### src/sv/gapc_pkg.sv
// ----------------------------------------------------------------------------
// gapc_pkg
// Shared types and constants of the gear actuator position controller.
// ----------------------------------------------------------------------------
`default_nettype none

package gapc_pkg;

    localparam int SAMPLE_BITS = 16;
    localparam int ERR_BITS    = SAMPLE_BITS + 1;
    // wide enough for idle +/- 4*tol, 2*sample, and error differences
    localparam int CMP_W       = ((SAMPLE_BITS > 18) ? SAMPLE_BITS : 18) + 2;

    localparam int GAIN_BITS   = 8;
    localparam int BIAS_BITS   = 8;
    localparam int COUNT_BITS  = 10;
    localparam int TOL_BITS    = 15;
    localparam int BAND_SHIFT  = 2;
    localparam int SUM_W       = ERR_BITS + GAIN_BITS + 2;

    localparam logic [COUNT_BITS-1:0] COUNT_MAX   = {COUNT_BITS{1'b1}};
    localparam logic [7:0]            DRIVE_MAX   = 8'd255;
    localparam logic signed [CMP_W-1:0] CHANGE_LIMIT = CMP_W'(10);

    localparam int IN_DATA_W  = ((2 * SAMPLE_BITS + 7) / 8) * 8;
    localparam int OUT_BITS   = 8 + ERR_BITS + 2 + 2 + 2 + 1;
    localparam int OUT_DATA_W = ((OUT_BITS + 7) / 8) * 8;
    localparam int CFG_DATA_W = (SAMPLE_BITS > TOL_BITS) ? SAMPLE_BITS : TOL_BITS;
    localparam int CFG_IDX_W  = 3;

    // register indexes
    localparam logic [CFG_IDX_W-1:0] REG_IDLE_POS    = 3'd0;
    localparam logic [CFG_IDX_W-1:0] REG_FIRST_POS   = 3'd1;
    localparam logic [CFG_IDX_W-1:0] REG_SECOND_POS  = 3'd2;
    localparam logic [CFG_IDX_W-1:0] REG_GAIN        = 3'd3;
    localparam logic [CFG_IDX_W-1:0] REG_BIAS        = 3'd4;
    localparam logic [CFG_IDX_W-1:0] REG_SET_LIMIT   = 3'd5;
    localparam logic [CFG_IDX_W-1:0] REG_CLEAR_LIMIT = 3'd6;
    localparam logic [CFG_IDX_W-1:0] REG_TOLERANCE   = 3'd7;

    // target select and gear codes
    localparam logic [1:0] SEL_IDLE   = 2'd0;
    localparam logic [1:0] SEL_FIRST  = 2'd1;
    localparam logic [1:0] SEL_SECOND = 2'd2;
    localparam logic [1:0] SEL_DIRECT = 2'd3;

    // band codes
    localparam logic [1:0] BAND_NEUTRAL = 2'd0;
    localparam logic [1:0] BAND_LOW     = 2'd1;
    localparam logic [1:0] BAND_HIGH    = 2'd2;

    typedef struct packed {
        logic signed [SAMPLE_BITS-1:0] idle_pos;
        logic signed [SAMPLE_BITS-1:0] first_pos;
        logic signed [SAMPLE_BITS-1:0] second_pos;
        logic [GAIN_BITS-1:0]          gain;
        logic [BIAS_BITS-1:0]          bias;
        logic [COUNT_BITS-1:0]         set_limit;
        logic [COUNT_BITS-1:0]         clear_limit;
        logic [TOL_BITS-1:0]           tolerance;
    } cfg_t;

    // per-word results of the datapath handed to the stall tracker
    typedef struct packed {
        logic [1:0]                    sel;
        logic [SAMPLE_BITS-1:0]        target;
        logic signed [ERR_BITS-1:0]    err;
        logic [7:0]                    drive;
        logic                          reached;
    } ctrl_t;

    typedef struct packed {
        logic [7:0] drive;
        logic [1:0] engaged;
        logic       stuck;
    } status_t;

endpackage

`default_nettype wire

### src/sv/gapc_cfg_regs.sv
// ----------------------------------------------------------------------------
// gapc_cfg_regs
// Configuration register file with reset values, written one word at a time.
// ----------------------------------------------------------------------------
`default_nettype none

module gapc_cfg_regs (
    input  wire logic                              aclk,
    input  wire logic                              aresetn,
    input  wire logic                              cfg_valid,
    output logic                                   cfg_ready,
    input  wire logic [gapc_pkg::CFG_IDX_W-1:0]    cfg_index,
    input  wire logic [gapc_pkg::CFG_DATA_W-1:0]   cfg_data,
    output gapc_pkg::cfg_t                         cfg
);
    import gapc_pkg::*;

    cfg_t cfg_reg;
    cfg_t cfg_next;

    assign cfg_ready = 1'b1;
    assign cfg       = cfg_reg;

    always_comb begin
        cfg_next = cfg_reg;
        if (cfg_valid) begin
            unique case (cfg_index)
                REG_IDLE_POS:    cfg_next.idle_pos    = cfg_data[SAMPLE_BITS-1:0];
                REG_FIRST_POS:   cfg_next.first_pos   = cfg_data[SAMPLE_BITS-1:0];
                REG_SECOND_POS:  cfg_next.second_pos  = cfg_data[SAMPLE_BITS-1:0];
                REG_GAIN:        cfg_next.gain        = cfg_data[GAIN_BITS-1:0];
                REG_BIAS:        cfg_next.bias        = cfg_data[BIAS_BITS-1:0];
                REG_SET_LIMIT:   cfg_next.set_limit   = cfg_data[COUNT_BITS-1:0];
                REG_CLEAR_LIMIT: cfg_next.clear_limit = cfg_data[COUNT_BITS-1:0];
                REG_TOLERANCE:   cfg_next.tolerance   = cfg_data[TOL_BITS-1:0];
                default:         cfg_next = cfg_reg;
            endcase
        end
    end

    always_ff @(posedge aclk) begin
        if (!aresetn) begin
            cfg_reg.idle_pos    <= '0;
            cfg_reg.first_pos   <= '0;
            cfg_reg.second_pos  <= '0;
            cfg_reg.gain        <= GAIN_BITS'(179);
            cfg_reg.bias        <= BIAS_BITS'(128);
            cfg_reg.set_limit   <= COUNT_BITS'(300);
            cfg_reg.clear_limit <= COUNT_BITS'(200);
            cfg_reg.tolerance   <= TOL_BITS'(50);
        end else begin
            cfg_reg <= cfg_next;
        end
    end

endmodule

`default_nettype wire

### src/sv/gapc_datapath.sv
// ----------------------------------------------------------------------------
// gapc_datapath
// Target selection, error, proportional drive and band classification.
// ----------------------------------------------------------------------------
`default_nettype none

module gapc_datapath (
    input  wire gapc_pkg::cfg_t                     cfg,
    input  wire logic signed [gapc_pkg::SAMPLE_BITS-1:0] sample,
    input  wire logic [1:0]                         target_select,
    input  wire logic signed [gapc_pkg::SAMPLE_BITS-1:0] direct_target,
    output gapc_pkg::ctrl_t                         ctrl,
    output logic [1:0]                              closest_band,
    output logic [1:0]                              gear_zone
);
    import gapc_pkg::*;

    logic signed [SAMPLE_BITS-1:0] target;
    logic signed [ERR_BITS-1:0]    err;
    logic signed [SUM_W-1:0]       sum;
    logic [7:0]                    drive;
    logic signed [CMP_W-1:0]       x_e;
    logic signed [CMP_W-1:0]       idle_e;
    logic signed [CMP_W-1:0]       tol_e;
    logic signed [CMP_W-1:0]       band_e;
    logic signed [CMP_W-1:0]       err_e;
    logic signed [CMP_W-1:0]       x2_e;
    logic signed [CMP_W-1:0]       hi_split;
    logic signed [CMP_W-1:0]       lo_split;

    always_comb begin
        case (target_select)
            SEL_IDLE:   target = cfg.idle_pos;
            SEL_FIRST:  target = cfg.first_pos;
            SEL_SECOND: target = cfg.second_pos;
            default:    target = direct_target;
        endcase
    end

    assign err = ERR_BITS'(target) - ERR_BITS'(sample);

    // gain is Q0.8, bias sits in the integer byte of the sum
    assign sum = $signed({1'b0, cfg.gain}) * SUM_W'(err)
               + $signed(SUM_W'({cfg.bias, 8'h00}));

    always_comb begin
        if (sum < 0) begin
            drive = '0;
        end else if (|sum[SUM_W-2:16]) begin
            drive = DRIVE_MAX;
        end else begin
            drive = sum[15:8];
        end
    end

    assign x_e    = CMP_W'(sample);
    assign idle_e = CMP_W'(cfg.idle_pos);
    assign tol_e  = $signed(CMP_W'(cfg.tolerance));
    assign band_e = tol_e <<< BAND_SHIFT;
    assign err_e  = CMP_W'(err);

    always_comb begin
        if (x_e > idle_e + band_e) begin
            closest_band = BAND_HIGH;
        end else if (x_e < idle_e - band_e) begin
            closest_band = BAND_LOW;
        end else begin
            closest_band = BAND_NEUTRAL;
        end
    end

    // half-way points compared at twice the scale
    assign x2_e     = x_e <<< 1;
    assign hi_split = CMP_W'(cfg.second_pos) + idle_e;
    assign lo_split = idle_e + CMP_W'(cfg.first_pos);

    always_comb begin
        if (x2_e > hi_split) begin
            gear_zone = SEL_SECOND;
        end else if (x2_e < lo_split) begin
            gear_zone = SEL_FIRST;
        end else begin
            gear_zone = SEL_IDLE;
        end
    end

    assign ctrl.sel     = target_select;
    assign ctrl.target  = target;
    assign ctrl.err     = err;
    assign ctrl.drive   = drive;
    assign ctrl.reached = (err_e < tol_e) && (-err_e < tol_e);

endmodule

`default_nettype wire

### src/sv/gapc_stall.sv
// ----------------------------------------------------------------------------
// gapc_stall
// Stall counter, stuck and pause flags, and latched engaged gear.
// ----------------------------------------------------------------------------
`default_nettype none

module gapc_stall (
    input  wire logic       aclk,
    input  wire logic       aresetn,
    input  wire logic       upd,
    input  wire gapc_pkg::cfg_t  cfg,
    input  wire gapc_pkg::ctrl_t ctrl,
    output gapc_pkg::status_t status
);
    import gapc_pkg::*;

    logic signed [ERR_BITS-1:0]  prev_err_reg, prev_err_next;
    logic [SAMPLE_BITS-1:0]      prev_tgt_reg, prev_tgt_next;
    logic [COUNT_BITS-1:0]       cnt_reg, cnt_next;
    logic                        pause_reg, pause_next;
    logic                        stuck_reg, stuck_next;
    logic [1:0]                  eng_reg, eng_next;

    logic signed [CMP_W-1:0]     diff;
    logic                        small_change;
    logic                        tgt_change;
    logic [COUNT_BITS-1:0]       cnt_step;
    logic [COUNT_BITS-1:0]       cnt_mid;
    logic                        pause_mid;
    logic                        stuck_mid;

    assign diff         = CMP_W'(ctrl.err) - CMP_W'(prev_err_reg);
    assign small_change = (diff < CHANGE_LIMIT) && (diff > -CHANGE_LIMIT);
    assign tgt_change   = ctrl.target != prev_tgt_reg;

    always_comb begin
        cnt_step = cnt_reg;
        if (!pause_reg) begin
            if (small_change) begin
                if (cnt_reg != COUNT_MAX) begin
                    cnt_step = cnt_reg + 1'b1;
                end
            end else if (cnt_reg != '0) begin
                cnt_step = cnt_reg - 1'b1;
            end
        end

        cnt_mid   = tgt_change ? '0 : cnt_step;
        pause_mid = tgt_change ? 1'b0 : pause_reg;

        // limits applied as written, set side checked first
        stuck_mid = stuck_reg;
        if (cnt_mid > cfg.set_limit) begin
            stuck_mid = 1'b1;
        end else if (cnt_mid < cfg.clear_limit) begin
            stuck_mid = 1'b0;
            pause_mid = 1'b0;
        end

        cnt_next      = cnt_mid;
        stuck_next    = stuck_mid;
        pause_next    = pause_mid || stuck_mid || ctrl.reached;
        eng_next      = ctrl.reached ? ctrl.sel : eng_reg;
        prev_err_next = ctrl.err;
        prev_tgt_next = ctrl.target;
    end

    assign status.drive   = stuck_next ? cfg.bias : ctrl.drive;
    assign status.engaged = eng_next;
    assign status.stuck   = stuck_next;

    always_ff @(posedge aclk) begin
        if (!aresetn) begin
            prev_err_reg <= '0;
            prev_tgt_reg <= '0;
            cnt_reg      <= '0;
            pause_reg    <= 1'b0;
            stuck_reg    <= 1'b0;
            eng_reg      <= SEL_IDLE;
        end else if (upd) begin
            prev_err_reg <= prev_err_next;
            prev_tgt_reg <= prev_tgt_next;
            cnt_reg      <= cnt_next;
            pause_reg    <= pause_next;
            stuck_reg    <= stuck_next;
            eng_reg      <= eng_next;
        end
    end

    a_stuck_pauses: assert property (@(posedge aclk) disable iff (!aresetn)
        upd && stuck_next |=> pause_reg && stuck_reg)
        else $error("stuck set without pause");

    a_target_clears: assert property (@(posedge aclk) disable iff (!aresetn)
        upd && tgt_change |=> cnt_reg == '0)
        else $error("stall count not cleared on target change");

    a_hold_idle: assert property (@(posedge aclk) disable iff (!aresetn)
        !upd |=> $stable(cnt_reg) && $stable(eng_reg) && $stable(prev_err_reg))
        else $error("stall state moved without a word");

    a_reached_latch: assert property (@(posedge aclk) disable iff (!aresetn)
        upd && ctrl.reached |=> pause_reg && eng_reg == $past(ctrl.sel))
        else $error("reached target not latched");

endmodule

`default_nettype wire

### src/sv/gear_actuator_p_control_stall_detect.sv
// ----------------------------------------------------------------------------
// gear_actuator_p_control_stall_detect
// Proportional gear actuator position controller with stall detection.
// ----------------------------------------------------------------------------
// Takes one sample word per cycle while m_axis_tready stays high, and returns
// one result word per sample. An accepted word passes through the input
// register, then the result register, which drives m_axis_tvalid. The stall
// and engaged-gear state updates in the single cycle a word moves from the
// input register to the result register, which sets the rate of one word per
// clock when results are not held back. While a result waits on m_axis_tready
// the input register still takes one more word, then s_axis_tready drops until
// the result leaves. Configuration writes are taken at any time, cfg_ready is
// always high; write them only while no word is in flight.
`default_nettype none

module gear_actuator_p_control_stall_detect (
    input  wire logic                              aclk,
    input  wire logic                              aresetn,
    // tdata: sample, direct_target
    input  wire logic [gapc_pkg::IN_DATA_W-1:0]    s_axis_tdata,
    // tuser: target_select
    input  wire logic [1:0]                        s_axis_tuser,
    input  wire logic                              s_axis_tvalid,
    output logic                                   s_axis_tready,
    // tdata: drive, position_error, closest_band, gear_zone, engaged_gear, stuck
    output logic [gapc_pkg::OUT_DATA_W-1:0]        m_axis_tdata,
    output logic                                   m_axis_tvalid,
    input  wire logic                              m_axis_tready,
    input  wire logic                              cfg_valid,
    output logic                                   cfg_ready,
    input  wire logic [gapc_pkg::CFG_IDX_W-1:0]    cfg_index,
    input  wire logic [gapc_pkg::CFG_DATA_W-1:0]   cfg_data
);
    import gapc_pkg::*;

    cfg_t    cfg;
    ctrl_t   ctrl;
    status_t status;

    logic                          in_valid_reg;
    logic signed [SAMPLE_BITS-1:0] in_sample_reg;
    logic signed [SAMPLE_BITS-1:0] in_direct_reg;
    logic [1:0]                    in_sel_reg;
    logic                          out_valid_reg;
    logic [OUT_DATA_W-1:0]         out_data_reg;
    logic [OUT_DATA_W-1:0]         out_data_next;
    logic [1:0]                    closest_band;
    logic [1:0]                    gear_zone;
    logic                          advance;
    logic                          in_take;

    assign advance       = in_valid_reg && (!out_valid_reg || m_axis_tready);
    assign s_axis_tready = !in_valid_reg || advance;
    assign in_take       = s_axis_tvalid && s_axis_tready;

    gapc_cfg_regs u_cfg (
        .aclk      (aclk),
        .aresetn   (aresetn),
        .cfg_valid (cfg_valid),
        .cfg_ready (cfg_ready),
        .cfg_index (cfg_index),
        .cfg_data  (cfg_data),
        .cfg       (cfg)
    );

    gapc_datapath u_dp (
        .cfg           (cfg),
        .sample        (in_sample_reg),
        .target_select (in_sel_reg),
        .direct_target (in_direct_reg),
        .ctrl          (ctrl),
        .closest_band  (closest_band),
        .gear_zone     (gear_zone)
    );

    gapc_stall u_stall (
        .aclk    (aclk),
        .aresetn (aresetn),
        .upd     (advance),
        .cfg     (cfg),
        .ctrl    (ctrl),
        .status  (status)
    );

    assign out_data_next = OUT_DATA_W'({status.stuck, status.engaged, gear_zone,
                                        closest_band, ctrl.err, status.drive});

    always_ff @(posedge aclk) begin
        if (!aresetn) begin
            in_valid_reg  <= 1'b0;
            out_valid_reg <= 1'b0;
        end else begin
            if (in_take) begin
                in_valid_reg <= 1'b1;
            end else if (advance) begin
                in_valid_reg <= 1'b0;
            end
            if (advance) begin
                out_valid_reg <= 1'b1;
            end else if (m_axis_tready) begin
                out_valid_reg <= 1'b0;
            end
        end
    end

    always_ff @(posedge aclk) begin
        if (in_take) begin
            in_sample_reg <= s_axis_tdata[SAMPLE_BITS-1:0];
            in_direct_reg <= s_axis_tdata[2*SAMPLE_BITS-1:SAMPLE_BITS];
            in_sel_reg    <= s_axis_tuser;
        end
        if (advance) begin
            out_data_reg <= out_data_next;
        end
    end

    assign m_axis_tvalid = out_valid_reg;
    assign m_axis_tdata  = out_data_reg;

endmodule

`default_nettype wire

### config.mk
export PLATFORM = sky130hd
export DESIGN_NAME = gear_actuator_p_control_stall_detect
export DESIGN_NICKNAME = d
export VERILOG_FILES = /design/src/sv/gapc_pkg.sv /design/src/sv/gapc_cfg_regs.sv /design/src/sv/gapc_datapath.sv /design/src/sv/gapc_stall.sv /design/src/sv/gear_actuator_p_control_stall_detect.sv
export SDC_FILE = /design/constraint.sdc
export NUM_CORES = 1
export LEC_CHECK = 0
export BUFFER_PORTS_ARGS = -buffer_cell sky130_fd_sc_hd__buf_2
export CAP_MARGIN = 10
export CORE_AREA = 4 4 195 197
export DETAILED_ROUTE_END_ITERATION = 8
export DIE_AREA = 0 0 199 201
export PLACE_DENSITY = 0.76
export SETUP_SLACK_MARGIN = 0.05
export SLEW_MARGIN = 20
export SYNTH_ARGS = -nofsm -noshare
export SYNTH_HDL_FRONTEND = slang
export SYNTH_SLANG_ARGS = --single-unit
### constraint.sdc
create_clock -name aclk -period 11.5 [get_ports aclk]
set_clock_uncertainty 0.05 [all_clocks]
set_input_delay 0.575 -clock aclk [delete_from_list [all_inputs] [get_ports aclk]]
set_output_delay 0.575 -clock aclk [all_outputs]
set_load 0.02 [all_outputs]
==> flow_results.org, run 1 <==
** Layout
- For this run, the number of standard cells in the final layout without fillers is 3021.
- Number of filler cells placed in the layout :: 3120
- In the final layout, the share of cells above drive strength 1 is 8.503%.
- Highest-count cells in the layout ignoring fill and taps :: nand2_1, inv_1, ha_1
- The library cell used most frequently in the layout, excluding fill and tap cells, is nand2_1.
- Final layout net count :: 2987
- Summing all multi-input logic gate instances after layout gives 14810 um2.
- Compared with the post-synthesis result, the final layout area differs by 8.441%.
- Reg area :: 4945 um2
- The register with the most flip-flops in the layout has 99 of them.
- After routing the design area is 22990 um2.

** Setup path
- The worst register-to-register path has a depth of 32.
- Reg2reg end :: m_axis_tdata[3]
- Critical-path cell with the highest stage delay :: edfxtp_1
- Arrival time worst endpoint :: 10.60 ns
- Type of the worst setup path :: flop to flop
- Setup crit end :: m_axis_tdata[3]
- CP endpoint kind :: flop
- The setup check on the worst reg-to-reg path leaves a slack of 1.17 ns.
- Category of cells accounting for the largest share of critical-path delay :: simple AND/OR/NAND/NOR gates
- Sum of buffers and inverters on the critical path :: 1
- Data on the critical path is required at its endpoint by 11.77 ns.
- Kind of start point of the critical path :: flop
- Of all nets on the critical path, the largest fanout is 18.
- In this run the number of cells on the critical path is 32.
- For this run, the slowest stage of the critical path takes 0.89 ns.
- Tracing the worst setup path back leads to its startpoint at in_sel_reg[1].
- Source of the worst register-to-register timing path :: in_sel_reg[1]

** Power and ir drop
- Pwr Density :: 269.2 nW/um2
- The worst-case IR drop observed on VDD is 303.3 uV.
- The design draws 6189 uW.
- The analysis attributes to cell leakage a power of 0.01007 uW.

** Clock tree
- Number of buffers created by CTS :: 27
- The number of setup buffers added after CTS is 0.
- In this run the number of H-tree levels came out at 1.
- Clock tree sinks :: 214
- CTS clk-pin slew, worst paths :: 0.06 ns
- Clock tree from TritonCTS :: yes
- Clock tree root buffer cell :: clkbuf_16
- In this run, post-CTS repair resized a total of 0 instances.
- Cts-stage hold buffer count :: 0
- Max clock buf depth :: 3
- Clock latency on the worst-skew pair, taken at its later pin, is 0.58 ns.

** STA
- The total count of hold-check failures in the final report is 0.
- The worst pin sits at a relative slew slack of 28.84%.
- In the finished design, the share of the clock period the worst path needs comes to 89.86%.
- Counting I/O delays and the setup requirement, the final critical path takes 10.33 ns.
- Setup_tns :: 0 ns
- Peak Freq :: 96.77 MHz
- Slew Viols, Final :: 0
- Setup repair after global routing left no endpoint under its margin.
- Worst Max-Slew Pin Slew :: 1.062 ns
- Setup violations remaining at the end of the flow were counted as 0.

** Floorplanning
- The initialized floorplan defines 70 standard-cell rows.
- Core box area :: 36260 um2
- 93 I/O pins were placed.
- Die Height :: 201 um
- DIE AREA :: 40000 um2
- Chip width :: 199 um
- The initial utilization of the core area, before any placement, comes to 58.46%.

** Placement
- The placed instances occupy a cell area of 22040 um2.
- Port buffering added 91 buffers.
- RePlAce Congestion :: 0.9584
- Instance count after placement with tap cells included :: 2969
- Detailed placement finished with a half-perimeter wire length of 44890 um.

** Synthesis
- In this run, synthesis inferred 66 flip-flops with an integrated enable.
- Portion of the post-synthesis area used by sequential elements :: 23.33%
- Proportion of netlist area held by the largest area contributor :: 16.23%
- Number of instances in the synthesized netlist :: 2486
- Number of distinct standard cells referenced by the synthesized netlist :: 82
- In this run the mean area of a mapped cell was 8.526 um2.
- Synthesis warning total :: 0
- Dominant cell type by area after synthesis :: ha_1
- Synth Area in XOR/XNOR :: 4.628%
- Simple logic cell fraction of the synthesized area :: 18.45%
- Multiplexer cells account for 2.851% of the synthesized area.
- Top FF cell, synth :: dfxtp_1
- Counting flops with an async set or reset pin after synthesis yields a share of 0%.
- Ranked by total cell area, the synthesized netlist is headed by ha_1, dfxtp_1, fa_1, edfxtp_1, nand2_1.
- Counting flops and latches in the post-synthesis netlist gives 214.
- Cell Area, Synth :: 21200 um2
- Arithmetic-cell share of the synthesized area counting full adders, half adders and majority gates :: 27.85%
- Share of the synthesized area in compound gates (AO/OA/AOI/OAI) :: 15.93%
- Synthesis produced a netlist with a net count of 2942.
- By area, the combinational part of the netlist is dominated by adder cells.

** Worst hold path
- HP Class :: input pin to flop
- Along the worst hold path, the cell count comes to 1.

** Routing
- Number of DRC markers in iteration 0 :: 1309
- Pre-antenna DRT Iters :: 6
- Routed wire length :: 57990 um
- DRC violation count after routing :: 0
- Detailed routing inserted a total of 18.23k vias.
- After detailed routing, the average wire length per cell comes to 19.19 um.
- Residual antenna-violating net count after detailed routing :: 0
- Average via count per standard cell :: 6.033

** GRT
- Number of global-route vias before repair :: 18.28k
- Global routing finished with a remaining overflow of 0.
- Entering global routing, the biggest net connects 75 pins.
- Wire length of the first global-routing pass :: 93760 um
- The number of antenna violations at the first check in global routing came to 1.
- Global-route usage over all layers :: 28.88%

** Status
- Status :: finished clean

** Flow run
- Max-cap violations in this run came to 0.
==> cells by family after synthesis <==
group / count (synthesis)
DFF: 214
buffers and inverters: 384
AOI/OAI and AO/OA: 514
muxes: 39
other: 1
and+or+nand+nor: 824
adders and majority gates: 398
xor gates and xnor gates: 112
==> how the worst min path moves through the flow <==
stage	from	end	slack [ns]
after floorplan	u_stall.eng_reg[0]	u_stall.eng_reg[0]	0.38
after global placement	u_stall.eng_reg[1]	u_stall.eng_reg[1]	0.39
after detailed placement	u_cfg.cfg[31]	u_cfg.cfg[31]	0.40
after CTS	s_axis_tdata[15]	in_sample_reg[15]	0.10
after global routing	s_axis_tdata[31]	in_direct_reg[15]	0.12
final	s_axis_tdata[27]	in_direct_reg[11]	0.12
==> layer usage <==
layer	GRT usage, %	routed length [um]	vias to the layer above
li1	-	-	8641
met1	39.14	24580	8752
met2	48.46	27200	681
met3	3.256	4124	151
met4	9.209	2088	0
met5	0	0	-
==> final cells by class <==
class	instances	area share (%)
Antenna cell	1	0.01089
Timing Repair Buffer	115	2.798
Inverter	285	4.654
Sequential cell	214	21.51
Clock buffer	38	3.522
Tap cell	468	2.547
Clock inverter	12	0.5117
Multi-Input combinational cell	1888	64.44
==> cells in the mapped netlist, types with 9 or more instances <==
master and count:
o21ai_0 53, mux4_2 16, o211ai_1 25, o31ai_1 10, nor4_1 18, a31oi_1 18, a21o_1 39, a21oi_1 185
and2_1 61, nand3_1 61, or4_1 11, nand2b_1 25, xor2_1 32, mux2i_1 12, ha_1 275, a211oi_1 16
nor2_1 92, or3_1 12, nand4_1 27, nand2_1 384, nor2b_1 31, a21boi_0 37, o21bai_1 19, o21a_1 33
mux2_2 11, xnor2_1 80, nor3_1 43, edfxtp_1 66, clkbuf_1 78, fa_1 123, dfxtp_1 148, inv_1 283
and3_1 25, or2_2 9
==> power by group <==
group | total (uW) | internal, uW | leakage, uW | switching [uW]
clock | 885 | 519 | 0.000460 | 366
sequential | 970 | 934 | 0.00183 | 36.0
combinational | 4330 | 1940 | 0.00778 | 2400
total | 6190 | 3390 | 0.0101 | 2800
==> through the flow <==
step | setup WS, ns | hold slack, ns | utilization, %
after floorplan | 2.079 | 0.3813 | -
after global placement | 1.258 | 0.3899 | 60.79
after detailed placement | 1.012 | 0.3980 | 60.79
after CTS | 0.9652 | 0.1041 | 63.34
after global routing | 0.6765 | 0.1169 | 63.39
final | 1.167 | 0.1244 | 63.39
Power figures use the tool's default switching activity.
==> run 2: changes to the inputs <==
--- a/config.mk
+++ b/config.mk
@@ -7,10 +7,10 @@
 export LEC_CHECK = 0
 export BUFFER_PORTS_ARGS = -buffer_cell sky130_fd_sc_hd__buf_2
 export CAP_MARGIN = 10
-export CORE_AREA = 4 4 195 197
+export CORE_AREA = 4 4 200 202
 export DETAILED_ROUTE_END_ITERATION = 8
-export DIE_AREA = 0 0 199 201
-export PLACE_DENSITY = 0.76
+export DIE_AREA = 0 0 204 206
+export PLACE_DENSITY = 0.73
 export SETUP_SLACK_MARGIN = 0.05
 export SLEW_MARGIN = 20
 export SYNTH_ARGS = -nofsm -noshare
==> flow_results.org, run 2 (synthesized netlist as in run 1, its figures left out) <==
** Placement
- Post-placement setup slack :: 1.163 ns
- Detailed placement ended at an HPWL of 44960 um.
- Dpl cell area :: 22070 um2
- In this run, placement finished with an instance count of 3016.
- RePlAce Congestion :: 0.9529
- In this run the tool buffered the top-level ports with 91 buffer cells.

** Routing
- For this run, design rule violations remaining after detail routing come to 0.
- Via Count :: 18.16k
- Average via count per standard cell :: 5.925
- In the detailed route, the total length drawn on met3 is 3526 um.
- Drt wl/cell :: 19.07 um
- Highest metal layer used by the detailed router :: met4
- The count of nets left with antenna violations once routing finished came out at 0.
- For this block, wires on met1 add up to 25480 um.
- Pre-antenna DRT Iters :: 6
- Number of DRC markers in iteration 0 :: 1490
- The routed design has 58440 um of wire.
- Summed over all nets, wire length on met2 after detailed routing comes to 27570 um.

** STA
- Setup violations remaining at the end of the flow were counted as 0.
- Timing would allow up to 95.64 MHz.
- The total count of hold-check failures in the final report is 0.
- The worst path in the final design needs a cycle of 10.46 ns, including I/O delays and setup.
- Final critical-path setup slack :: 1.044 ns
- Measured against its own limit, the worst slew margin works out to 25.44%.
- Setup repair after global routing left no endpoint under its margin.
- Setup_tns :: 0 ns
- At the pin with the least slew margin, the transition time is 1.118 ns.
- Final period util :: 90.92%
- The number of slew-limit violations in the final report is 0.

** Clock tree
- The clock net in this run drives a total of 214 sinks.
- The later pin in the worst-skew pair is clocked with a latency of 0.58 ns.
- The longest clock path from root to sink contains 3 buffers.
- Clock tree synthesis selected as its root buffer the cell clkbuf_16.
- CTS built an H-tree with a depth of 1.
- Buffers added to address setup during post-CTS repair amount to 0.
- In this run, post-CTS repair resized a total of 0 instances.
- Buffers inserted to repair hold after CTS numbered 0.
- TritonCTS built the clock tree.
- CTS clk-pin slew, worst paths :: 0.06 ns
- In this run, CTS created clock tree buffers numbering 26.

** Setup path
- At the worst endpoint, the required time is 11.75 ns.
- For the worst flop-to-flop path, the logic depth is 31.
- R2r setup slk :: 1.04 ns
- Source of the worst register-to-register timing path :: in_sel_reg[0]
- Of all nets on the critical path, the largest fanout is 18.
- The worst setup path is captured at a flop.
- Type of the worst setup path :: flop to flop
- STA classifies the critical path startpoint as a flop.
- Reg2reg end :: m_axis_tdata[2]
- For the worst setup path, the data arrival time is 10.71 ns.
- CP max stage delay :: 1.00 ns
- On the critical path, the stage with the largest delay is an instance of edfxtp_1.

** GRT
- Largest net degree at the start of global routing :: 75
- Global routing used 27.41% of the available tracks across all layers.
- Initial antenna violation count :: 1
- Wire length of the first global-routing pass :: 93210 um
- Residual overflow from global routing :: 0
- The via count of the first global-routing pass was 17.95k.

** Worst hold path
- Worst Min Path Start :: s_axis_tdata[0]
- Along the worst hold path, the cell count comes to 1.
- HP Class :: input pin to flop
- Capture endpoint of the worst hold path :: in_sample_reg[0]

** Floorplanning
- For this design the top-level I/O count stands at 93.
- Chip width :: 204 um
- The initial utilization of the core area, before any placement, comes to 55.36%.
- The initialized floorplan defines 72 standard-cell rows.
- DIE AREA :: 42020 um2
- The die is 206 um tall.
- Core box area :: 38290 um2

** Layout
- The net count of the finished layout is 2983.
- In the layout the commonest cells are nand2_1, inv_1, ha_1.
- Most common cell after layout, fill and taps aside :: nand2_1
- The register with the most flip-flops in the layout has 99 of them.
- With fillers left out, the area of the finished cells amounts to 22960 um2.
- Layout cells sized above 1 :: 8.324%
- The number of antenna diodes in the final layout is 0.
- Number of non-filler instances in the completed layout :: 3065
- Area added between synthesis and finish :: 8.305%

** Status
- The flow ran to the end, and the final reports show no timing, DRC or antenna violations.

** Power and ir drop
- Pwr Density :: 267.3 nW/um2
- Largest voltage drop on the vdd net :: 290.3 uV
- For this design the static power due to leakage is 0.01003 uW.

** Flow run
- Across the run, the number of max-cap violations was 0.
[run 2: changes by cell type in the layout (fill, tap and decap cells not counted), moves of 2 or more]
| cell | before | now |
|---|---|---|
| clkbuf_8 | 5 | 1 |
| inv_4 | 3 | 1 |
| clkinv_2 | 3 | 8 |
| buf_4 | 23 | 21 |
[run 2: worst max path at each step]
| stage | from | to | cells after the start | slack [ns] |
|---|---|---|---|---|
| finish | in_sel_reg[0] | m_axis_tdata[2] | 31 | 1.04 |
| global placement | in_sel_reg[0] | m_axis_tdata[1] | 29 | 1.42 |
| floorplan | in_sel_reg[0] | m_axis_tdata[0] | 31 | 2.08 |
| CTS | in_sel_reg[0] | m_axis_tdata[2] | 27 | 1.12 |
| detailed placement | in_sel_reg[0] | m_axis_tdata[2] | 29 | 1.16 |
| global route | in_sel_reg[0] | m_axis_tdata[6] | 33 | 0.32 |
[run 2: area by class of cell]
cell class / count / area (um2)
clock buffer: 33 / 729.5
clock inverter: 15 / 135.1
fill: 3333 / 15330
inverter: 285 / 1070
multi-input combinational: 1888 / 14820
sequential: 214 / 4945
tap: 518 / 648.1
timing repair buffer: 112 / 613.1
[run 2: worst max-delay path: cells and delay by family (launching register included)]
family	cells	cell delay (ns)
AOI/OAI and AO/OA	14	3.23
and+or+nand+nor	10	3.23
muxes	3	1.42
DFF	1	1.00
adders and majority gates	3	0.96
buffers and inverters	1	0.26
[run 2: per-layer routing]
metal	vias up	track usage [%]
li1	8642	-
met1	8762	36.48
met2	635	46.85
met3	122	3.358
met4	0	8.926
met5	-	0
[run 2: power by group]
group / total (uW) / switching [uW] / internal, uW
combinational: 4330 / 2390 / 1940
sequential: 972 / 37.5 / 934
clock: 835 / 359 / 476
[run 2: stage by stage]
step | power, uW | hold slack (ns) | util (%)
after global placement | 5100 | 0.3889 | 57.65
after detailed placement | 5270 | 0.3979 | 57.65
after CTS | 6138 | 0.09484 | 59.91
after global routing | 6801 | 0.1062 | 59.96
after floorplan | 4377 | 0.3813 | -
final | 6135 | 0.1185 | 59.96
==> run 3: changes to the inputs <==
--- a/config.mk
+++ b/config.mk
@@ -8,6 +8,7 @@
 export BUFFER_PORTS_ARGS = -buffer_cell sky130_fd_sc_hd__buf_2
 export CAP_MARGIN = 10
 export CORE_AREA = 4 4 200 202
+export CTS_CLUSTER_SIZE = 10
 export DETAILED_ROUTE_END_ITERATION = 8
 export DIE_AREA = 0 0 204 206
 export PLACE_DENSITY = 0.73
==> constraint.sdc (replaced) <==
create_clock -name aclk -period 11.5 [get_ports aclk]
set_clock_uncertainty 0.05 [all_clocks]
set_input_delay 1.725 -clock aclk [delete_from_list [all_inputs] [get_ports aclk]]
set_output_delay 1.725 -clock aclk [all_outputs]
set_load 0.02 [all_outputs]
==> flow_results.org, run 3 (synthesized netlist as in run 1, its figures left out) <==
** Clock tree
- At the later pin of the worst-skew pair, clock insertion delay measures 0.59 ns.
- CTS clk-pin slew, worst paths :: 0.06 ns
- In this run, post-CTS hold repair placed 0 buffers.
- After clock tree synthesis, the setup repair step added 0 buffers.
- The tree is rooted in a clkbuf_16.
- TritonCTS built the clock tree.
- Counting the buffers created by CTS gives 28.
- The tree built by TritonCTS fans out to 214 sinks.
- Depth of the CTS H-tree :: 1
- The longest clock path from root to sink contains 3 buffers.
- Once the clock tree was built, the resizer swapped 0 gates to a different size.

** Power and ir drop
- Cell internal power was estimated by the tool at 3382 uW.
- Power comes to 6154 uW.
- Sequential cell fraction of total power :: 15.8%
- Summed over all cells, the static leakage comes to 0.01003 uW.
- Relative contribution of the clock network to total power :: 13.9%
- Dividing total power by cell area gives a power density of 267.9 nW/um2.
- Net switching is 45.04% of the power.
- Share of total power in combinational logic :: 70.3%
- Summed over all nets, the switching power comes to 2772 uW.
- Largest voltage drop on the vdd net :: 290.4 uV

** Floorplanning
- Once the floorplan was initialized, standard cells occupied 55.36% of the core.
- Rows :: 72
- Die Height :: 206 um
- Top-level port count :: 93
- Chip width :: 204 um
- Core box area :: 38290 um2
- DIE AREA :: 42020 um2

** Layout
- Number of antenna cells inserted :: 0
- Area added between synthesis and finish :: 8.388%
- The register with the most flip-flops in the layout has 99 of them.
- Final layout net count :: 2984
- The top cell types in the final layout, fill and taps aside, are nand2_1, inv_1, ha_1.
- Most common cell after layout, fill and taps aside :: nand2_1
- Layout cells sized above 1 :: 8.009%

** Routing
- In the final routed layout, each cell accounts on average for 19.04 um.
- Pre-antenna DRT Iters :: 6
- Via Count :: 18.21k
- Number of DRC markers in iteration 0 :: 1377
- Average via count per standard cell :: 5.943
- For this block, the routed nets add up to 58350 um of wire.
- In the routed design, unresolved DRC markers number 0.
- Once detail routing completed, the nets flagged for antenna violations numbered 0.

** STA
- Setup violations remaining at the end of the flow were counted as 0.
- Final period util :: 90.77%
- Setup repair after global routing left no endpoint under its margin.
- For the final routed database, the setup TNS stands at 0 ns.
- Peak Freq :: 95.80 MHz
- The clock period could shrink to 10.44 ns.
- The total count of hold-check failures in the final report is 0.
- The number of slew-limit violations in the final report came to 0.
- Worst Max-Slew Pin Slew :: 1.147 ns
- The worst pin sits at a relative slew slack of 23.25%.

** Setup path
- R2r setup slk :: 1.06 ns
- Kind of start point of the critical path :: flop
- Arrival time worst endpoint :: 10.69 ns
- Critical-path cell with the highest stage delay :: edfxtp_1
- Along the worst path, the maximum fanout reaches 18.
- The largest single stage delay on the critical path is 1.01 ns.
- At the worst endpoint, the required time is 11.75 ns.
- The worst setup path is captured at a flop.
- Type of the worst setup path :: flop to flop

** Placement
- RePlAce Congestion :: 0.9529
- Post-detailed-placement half-perimeter wirelength :: 44960 um
- The count of buffers added on input and output ports is 91.

** GRT
- Wire length of the first global-routing pass :: 93070 um
- The via count of the first global-routing pass is 17.96k.
- For this run, the total global-route usage over all layers was measured as 27.34%.
- Residual overflow from global routing :: 0
- Largest net degree at the start of global routing :: 75
- Initial antenna violation count :: 0

** Worst hold path
- HP Class :: flop to flop

** Status
- Status :: finished clean

** Flow run
- Max-capacitance violation count :: 0
## run 3: path summary, 6_finish.rpt
path / startpoint / to / depth (start not counted)
worst min register to register: u_cfg.cfg[26] / u_cfg.cfg[26] / 2
worst min-delay path: u_cfg.cfg[26] / u_cfg.cfg[26] / 2
worst max-delay path: in_sel_reg[0] / m_axis_tdata[2] / 31
worst max register to register: in_sel_reg[0] / m_axis_tdata[2] / 31
## run 3: final cells by class
cell class / instances / area [um2]
clock buffers: 42 / 804.5
clock inverters: 7 / 85.08
fillers: 3321 / 15310
inverters: 285 / 1070
multi-input cells: 1888 / 14820
flip-flops and latches: 214 / 4945
well taps: 518 / 648.1
repair buffers: 111 / 605.6
## run 3: metal layers
layer	share of wire (%)	up-vias	GRT usage (%)
li1	-	8650	-
met2	47	699	46.48
met3	7.1	134	3.546
met1	43	8731	36.33
met4	3.3	0	9.189
met5	0	-	0
## run 3: through the flow
step / setup slack, ns / hold WS, ns / utilization (%) / std cells / area [um2]
after floorplan: 2.079 / 0.3813 / - / 2486 / 21200
after global placement: 1.420 / 0.3889 / 57.65 / 3016 / 22070
after detailed placement: 1.163 / 0.3979 / 57.65 / 3016 / 22070
after CTS: 1.127 / 0.4064 / 59.97 / 3065 / 22960
after global routing: 0.3563 / 0.4248 / 60.01 / 3065 / 22970
final: 1.062 / 0.4041 / 60.01 / 3065 / 22970
## run 3: critical path: cells and delay by family (launching register included)
| family | cells | cell delay, ns |
|---|---|---|
| muxes | 3 | 1.42 |
| and+or+nand+nor | 10 | 3.22 |
| buffers and inverters | 1 | 0.26 |
| DFF | 1 | 1.01 |
| adders and majority gates | 3 | 0.96 |
| AOI/OAI and AO/OA | 14 | 3.21 |
## run 3: power by group through the flow
stage / sequential [uW] / combinational, uW / clock [uW]
detailed placement: 987 / 4280 / 0
CTS: 971 / 4320 / 871
global placement: 987 / 4110 / 0
floorplan: 997 / 3380 / 0
global route: 975 / 4950 / 897
finish: 972 / 4330 / 856
